[config.mk]
export PLATFORM = sky130hd
export DESIGN_NAME = signed_int_to_decimal_ascii
export DESIGN_NICKNAME = d
export VERILOG_FILES = /design/src/rtl/sida_pkg.sv /design/src/rtl/signed_int_to_decimal_ascii.sv
export SDC_FILE = /design/constraint.sdc
export NUM_CORES = 1
export LEC_CHECK = 0
export BUFFER_PORTS_ARGS = -buffer_cell sky130_fd_sc_hd__buf_2
export CORE_MARGIN = 5
export CORE_UTILIZATION = 40
export DETAILED_ROUTE_END_ITERATION = 10
export GPL_ROUTABILITY_DRIVEN = 0
export PLACE_DENSITY_LB_ADDON = 0.12
export SETUP_SLACK_MARGIN = 0.15
export SYNTH_ARGS = -nofsm -noshare
export SYNTH_HDL_FRONTEND = slang
export SYNTH_SLANG_ARGS = --single-unit
[constraint.sdc]
create_clock -name clk -period 9.95 [get_ports clk]
set_input_delay 1.4925 -clock clk [delete_from_list [all_inputs] [get_ports clk]]
set_output_delay 1.4925 -clock clk [all_outputs]
set_load 0.1 [all_outputs]
[src/rtl/sida_pkg.sv]
// package for the signed integer to decimal ascii converter
// holds the width constants, the sequencer state type and character constants; no dependencies
package sida_pkg;

    localparam int ValueWidth = 32;
    localparam int NumDigits  = 10;
    localparam int BcdWidth   = 4 * NumDigits;

    localparam logic [7:0] CharZero  = 8'd48;
    localparam logic [7:0] CharMinus = 8'd45;

    typedef enum logic [2:0] {
        ST_IDLE,
        ST_CONVERT,
        ST_SKIP,
        ST_SIGN,
        ST_EMIT
    } sida_state_t;

endpackage

[src/rtl/signed_int_to_decimal_ascii.sv]
// signed 32-bit integer to decimal ascii text, one character per output transaction
// depends on sida_pkg
//
// One value is taken per input transaction and its decimal text leaves most
// significant character first, a minus sign ahead of negative values, with last
// set on the final character. The magnitude goes through a shift-and-add-3
// binary to BCD unit that handles one bit per cycle, then leading zero digits
// are dropped one per cycle, then one character leaves per cycle while the
// output register is free (empty or being taken). in_ready is high only while
// the sequencer is idle, and a new value may be taken while the final character
// still waits in the output register.
module signed_int_to_decimal_ascii (
    input  logic                             clk,
    input  logic                             rst_n,
    input  logic                             in_valid,
    output logic                             in_ready,
    input  logic signed [sida_pkg::ValueWidth-1:0] value,
    output logic                             out_valid,
    input  logic                             out_ready,
    output logic [7:0]                       character,
    output logic                             last
);
    import sida_pkg::*;

    sida_state_t state_reg, state_next;

    logic [ValueWidth-1:0] bin_reg, bin_next;
    logic [BcdWidth-1:0]   bcd_reg, bcd_next;
    logic                  neg_reg, neg_next;
    logic [4:0]            count_reg, count_next;
    logic [3:0]            left_reg, left_next;
    logic                  out_valid_reg, out_valid_next;
    logic [7:0]            char_reg, char_next;
    logic                  last_reg, last_next;

    logic [BcdWidth-1:0]   bcd_adj;
    logic [3:0]            dig;
    logic                  out_free;

    assign in_ready  = (state_reg == ST_IDLE);
    assign out_valid = out_valid_reg;
    assign character = char_reg;
    assign last      = last_reg;
    assign out_free  = !out_valid_reg || out_ready;

    // add 3 to every digit of 5 or more before the shift
    always_comb
    begin
        for (int i = 0; i < NumDigits; i++)
        begin
            dig = bcd_reg[4*i +: 4];
            bcd_adj[4*i +: 4] = (dig >= 4'd5) ? dig + 4'd3 : dig;
        end
    end

    always_ff @(posedge clk or negedge rst_n)
    begin
        if (!rst_n)
        begin
            state_reg     <= ST_IDLE;
            out_valid_reg <= 1'b0;
        end
        else
        begin
            state_reg     <= state_next;
            out_valid_reg <= out_valid_next;
        end
    end

    always_ff @(posedge clk)
    begin
        bin_reg   <= bin_next;
        bcd_reg   <= bcd_next;
        neg_reg   <= neg_next;
        count_reg <= count_next;
        left_reg  <= left_next;
        char_reg  <= char_next;
        last_reg  <= last_next;
    end

    always_comb
    begin
        state_next     = state_reg;
        bin_next       = bin_reg;
        bcd_next       = bcd_reg;
        neg_next       = neg_reg;
        count_next     = count_reg;
        left_next      = left_reg;
        char_next      = char_reg;
        last_next      = last_reg;
        out_valid_next = out_valid_reg && !out_ready;

        unique case (state_reg)
            ST_IDLE:
            begin
                if (in_valid)
                begin
                    neg_next   = value[ValueWidth-1];
                    bin_next   = value[ValueWidth-1] ? (~value) + 1'b1 : value;
                    bcd_next   = '0;
                    count_next = 5'(ValueWidth - 1);
                    state_next = ST_CONVERT;
                end
            end
            ST_CONVERT:
            begin
                bcd_next   = {bcd_adj[BcdWidth-2:0], bin_reg[ValueWidth-1]};
                bin_next   = {bin_reg[ValueWidth-2:0], 1'b0};
                count_next = count_reg - 5'd1;
                if (count_reg == 5'd0)
                begin
                    left_next  = 4'(NumDigits);
                    state_next = ST_SKIP;
                end
            end
            ST_SKIP:
            begin
                if (bcd_reg[BcdWidth-1 -: 4] == 4'd0 && left_reg != 4'd1)
                begin
                    bcd_next  = {bcd_reg[BcdWidth-5:0], 4'd0};
                    left_next = left_reg - 4'd1;
                end
                else
                begin
                    state_next = neg_reg ? ST_SIGN : ST_EMIT;
                end
            end
            ST_SIGN:
            begin
                if (out_free)
                begin
                    char_next      = CharMinus;
                    last_next      = 1'b0;
                    out_valid_next = 1'b1;
                    state_next     = ST_EMIT;
                end
            end
            ST_EMIT:
            begin
                if (out_free)
                begin
                    char_next      = CharZero + {4'd0, bcd_reg[BcdWidth-1 -: 4]};
                    last_next      = (left_reg == 4'd1);
                    out_valid_next = 1'b1;
                    bcd_next       = {bcd_reg[BcdWidth-5:0], 4'd0};
                    left_next      = left_reg - 4'd1;
                    if (left_reg == 4'd1)
                    begin
                        state_next = ST_IDLE;
                    end
                end
            end
            default:
            begin
                state_next = ST_IDLE;
            end
        endcase
    end

endmodule
* Yosys cells after proc, flatten, opt, wreduce, memory -nomap -nowiden
Cells that the tools add are included.
** Storage, ports and cells
- Word-level logic and storage cells :: 105
- Register bits :: 95
- Output and inout bits :: 11
- RAM bits :: 0
- Memory bits (read-only) :: 0
- Latch bits :: 0
- Bits of input ports :: 36
- Memories kept :: 0
** Cells by class
- $lt $le $gt $ge :: 10
- Reductions and logical operators :: 19
- Equal/unequal tests :: 13
- Muxes and demuxes :: 39
- Multipliers :: 0
- Shift operators :: 0
- Divide/modulo/power cells :: 0
- Bitwise logic cells :: 1
- Add/subtract/negate cells :: 14
** Operator list (count)
- $pmux W40 S4 :: 1
- $mux W40 :: 3
- $mux W32 :: 2
- $pmux W32 S2 :: 1
- $mux W4 :: 12
- $ge A4 B3 Y1 const B :: 10
- $add A4 B2 Y4 const B :: 9
- $add A32 B1 Y32 const B :: 1
- $not A32 Y32 :: 1
- $mux W3 :: 8
- $mux W8 :: 2
- $pmux W8 S2 :: 1
- $pmux W3 S5 :: 1
- $ne A2 B2 Y1 const B :: 7
- $pmux W4 S3 :: 1
- $pmux W5 S2 :: 1
- $reduce_and A4 Y1 :: 2
- $add A6 B4 Y7 const A :: 1
- $eq A3 B2 Y1 const B :: 2
- $reduce_and A6 Y1 :: 1
- $logic_not A5 Y1 :: 1
- $mux W5 :: 1
- $sub A5 B1 Y5 const B :: 1
- $eq A4 B1 Y1 const B :: 1
- other kinds (18) :: 25

* Longest topological paths before layout
- Depth in word-level cells :: 5
- Mapped depth :: 7
- Gate-level depth less buffers :: 7

* Least setup slack after synthesis
No wires, ideal clock.
- Path kind :: register to register
- Start point :: reg state_reg[1]
- End point :: reg bcd_reg[0] (enable)
- Buffers on the path :: 1
- Cell stages (with the launch flop) :: 6
- Path slack :: 4.806 ns
- Library setup time :: 0.446 ns
- Period minus slack after synthesis :: 5.144 ns
- Required time :: 9.504 ns
- Arrival :: 4.698 ns
- Cells stage by stage :: dfrtp_1 clkbuf_1 nor3_1 and2_1 or2_2 o21bai_1
** Between the ends
- Longest elaborated chain between the ends :: 3
- Elaborated cells on any way between the ends :: 9
- Those cells by class :: eq/ne: 6; reduce/logical: 3
** RTL lines
- from (decl) :: line signed_int_to_decimal_ascii.sv:25 : sida_state_t state_reg, state_next;
- from (signal assigned) :: line signed_int_to_decimal_ascii.sv:65 : state_reg <= state_next;
- $logic_not A3 Y1 (*)
- named net in_ready :: line signed_int_to_decimal_ascii.sv:16 : output logic in_ready,
- $reduce_bool A4 Y1 (no line) or $ne A2 B2 Y1 (tied branches)
- $reduce_and A4 Y1 (no line) (*)
- to (signal assigned) :: line signed_int_to_decimal_ascii.sv:73 : bcd_reg <= bcd_next;
- to (decl) :: line signed_int_to_decimal_ascii.sv:28 : logic [BcdWidth-1:0] bcd_reg, bcd_next;
Mark *: on every way through the listed nets, which the timed path passes. The rest lies on a longest branch.
A chain may end at the register's enable or synchronous reset.

* Final worst setup path
- Start point :: in value[4] in the netlist's numbering
- End point :: reg bin_reg[11], data pin
** Between the ends
- Longest elaborated chain between the ends :: 5
** RTL lines
- from (decl) :: line signed_int_to_decimal_ascii.sv:17 : input logic signed [sida_pkg::ValueWidth-1:0] value,
- $not A32 Y32 :: line signed_int_to_decimal_ascii.sv:99 : bin_next = value[ValueWidth-1] ? (~value) + 1'b1 : value;
- $add A32 B1 Y32 :: line signed_int_to_decimal_ascii.sv:99
- $mux W32 :: line signed_int_to_decimal_ascii.sv:99
- $mux W32 :: line signed_int_to_decimal_ascii.sv:96 : if (in_valid)
- $pmux W32 S2 :: line signed_int_to_decimal_ascii.sv:93 : unique case (state_reg)
- named net bin_next[11] :: line signed_int_to_decimal_ascii.sv:27 : logic [ValueWidth-1:0] bin_reg, bin_next;
- to (signal assigned) :: line signed_int_to_decimal_ascii.sv:72 : bin_reg <= bin_next;
- to (decl) :: line signed_int_to_decimal_ascii.sv:27
The timed path passes the listed nets, and every way through them passes these cells. The select of a mux whose other input is x is not followed.

==> run_results.csv <==
group,metric,value,unit
placement,hpwl,7316,um
logic_synthesis,synth_ff_type,"edfxtp_1",
sta,max_slew_margin,41.12,%
critical_path,crit_required,10.02,ns
placement,port_buffers,43,
drt,wire_per_inst,14.09,um
critical_path,criticalPathCategory,"input pin to flip-flop",
logic_synthesis,synth-seq-area-share,49.41,%
drt,drt_iter0_drc,305,
drt,met3_length,356,um
clocking,cts_buffers,9,
job,maxCapViolCount,0,
logic_synthesis,yosys.area_share.simple,15.96,%
clocking,cts.clk_slew.worst_paths,0.07,ns
clocking,cts_setup_buffers,0,
clocking,postCtsResizedCells,0,
drt,top_layer_used,"met4",
sta,timing.final.crit_period,3.554,ns
sta,setup_tns,0,ns
drt,routed_wirelength,10940,um
logic_synthesis,yosys_register_bits,92,
final_layout,final_common_cell,"edfxtp_1",
power_and_ir_drop,p_per_area,302.0,nW/um2
sta,slew_violations,0,
drt,remaining_drc_errors,0,
sta,hold_violations,0,
grt,grt_pass1_wl,18710,um
logic_synthesis,avgSynthCellArea,9.911,um2
run_status,status,"complete, no violations",
final_layout,nets,652,
final_layout,fin_cells,776,
power_and_ir_drop,vdd_drop_max,110.5,uV
final_layout,syn2layout_area_growth,12.20,%
hold_path,min_path_type,"flip-flop to flip-flop",
critical_path,crit_path_start_kind,"input pin",
grt,gr-usage-all-layers,13.97,%
logic_synthesis,yosysUniqueCellTypes,47,
logic_synthesis,netlist_instances,560,
die,die_x,127.8,um
drt,via_per_inst,5.223,
clocking,htree_levels,3,
clocking,cts_hold_buf,0,
sta,period_share,35.72,%
logic_synthesis,synth_top_family_by_area,"compound AO/OA/AOI/OAI gates",
final_layout,multi_input_area,2589,um2
die,die_area,16330,um2
sta,rsz0062_at_grt,"false",
logic_synthesis,syn-cell-area,5550,um2
final_layout,drive_gt1_share,12.58,%
critical_path,critical_path.max_fanout,12,
sta,skew,0.005785,ns
critical_path,rr_worst_depth,5,
placement,dp.cells,760,
final_layout,fillCellCount,1323,
power_and_ir_drop,p_leak,0.002383,uW
logic_synthesis,synth_compound_area_share,16.97,%
grt,grt_max_degree,58,
final_layout,n_antenna_cell,0,
clocking,cts_buffer_depth,2,
die,fp.coreArea,13720,um2
logic_synthesis,ys_warn_count,0,
grt,grt_pass1_vias,3976,
final_layout,layout_common_cells,"88 x edfxtp_1, 79 x nand2_1, 69 x o21ai_0, 43 x buf_2, 42 x a21oi_1",
drt,drt-met1-wl,5177,um
final_layout,regArea,2743,um2
final_layout,largest_register_ffs,40,
logic_synthesis,synth-edff-count,88,
grt,grt_overflow,0,
die,rows,43,
drt,route.met2.wl,5199,um
clocking,cts_tree,"built",
sta,setup_viol,0,
die,initial_utilization,40.46,%
sta,tightest_slew,0.8833,ns
die,die-height,127.8,um
hold_path,holdPathStages,2,
logic_synthesis,synth_xor_xnor_area_share,7.417,%
clocking,insertion_delay,0.34,ns
drt,vias,4053,
critical_path,arrival,3.63,ns
drt,detailedRoute.firstPassIterationCount,4,
sta,max_freq,0.2814,GHz
clocking,clock_sinks,92,
die,ios,47,
logic_synthesis,synthMuxAreaShare,0.1803,%
clocking,root_buffer,"clkbuf_16",
drt,ant_nets,0,
critical_path,end_kind,"flip-flop",
logic_synthesis,yosys.area_share.adder,5.636,%
grt,antenna_found_initial,0,
logic_synthesis,synth-async-reset-ratio,4.348,%
==> power by group <==
group          switching (uW)  internal [uW]  total [uW]
clock network             147            209         355
registers                 124            712         836
logic                     431            258         689
total                     701           1180        1880
==> critical path: stages <==
cell and delay (ns):
buf_2 0.13, nor4_1 0.58, nand3_1 0.66, o41ai_1 0.51, xor2_1 0.17, o21ai_0 0.09
==> area by class of cell <==
type / instances / share of cell area [%]
Inverter: 30 / 1.808
Timing Repair Buffer: 47 / 3.938
Clock buffer: 11 / 4.059
Clock inverter: 5 / 0.9644
Multi-Input combinational cell: 411 / 41.57
Tap cell: 180 / 3.617
Sequential cell: 92 / 44.04
==> cell families after synthesis <==
family                     Yosys count
adders and majority gates           25
muxes                                1
xor gates and xnor gates            47
other                                2
DFF                                 92
buffers and inverters               58
AOI/OAI and AO/OA                  154
and+or+nand+nor                    181
==> synth_stat cells, types with 8 or more instances <==
| cell | n | share of area (%) |
|---|---|---|
| nand2_1 | 79 | 5.3 |
| ha_1 | 25 | 5.6 |
| a21oi_1 | 43 | 3.9 |
| xnor2_1 | 14 | 2.2 |
| inv_1 | 30 | 2.0 |
| o21ai_0 | 69 | 6.2 |
| xor2_1 | 33 | 5.2 |
| nor3_1 | 8 | 0.72 |
| nand2b_1 | 13 | 1.5 |
| edfxtp_1 | 88 | 48 |
| nor3b_1 | 16 | 2.2 |
| clkbuf_1 | 20 | 1.4 |
| o31ai_1 | 15 | 2.0 |
| nor2_1 | 30 | 2.0 |
==> layer usage <==
layer | vias to the layer above | GRT usage, %
li1 | 2061 | -
met1 | 1914 | 18.46
met2 | 61 | 22.80
met3 | 17 | 3.167
met4 | 0 | 4.557
met5 | - | 0
==> worst paths after layout <==
kind / start / to / slack, ns
max in group asynchronous: rst_n / state_reg[0]$_DFFE_PN0P_ / 8.89
hold reg to reg: bin_reg[30]$_DFFE_PP_ / bin_reg[31]$_DFFE_PP_ / 0.52
min in group asynchronous: rst_n / out_valid$_DFF_PN0_ / 0.94
setup / recovery: value[4] / bin_reg[11]$_DFFE_PP_ / 6.40
setup reg to reg: state_reg[0]$_DFFE_PN0P_ / bcd_reg[0]$_DFFE_PP_ / 7.02
hold / removal: bin_reg[30]$_DFFE_PP_ / bin_reg[31]$_DFFE_PP_ / 0.52
==> per-stage QoR <==
stage                     util (%)  instance area, um2  worst slack [ns]  hold WS [ns]  power (uW)
after floorplan                  -                5554             4.806        0.4836        1360
after global placement       43.11                5914             6.154        0.5041        1518
after detailed placement     43.11                5914             6.061        0.5147        1543
after CTS                    45.39                6227             6.437        0.5290        1907
after global routing         45.39                6227             6.137        0.5464        2044
final                        45.39                6227             6.396        0.5204        1881
Power figures use the tool's default switching activity.
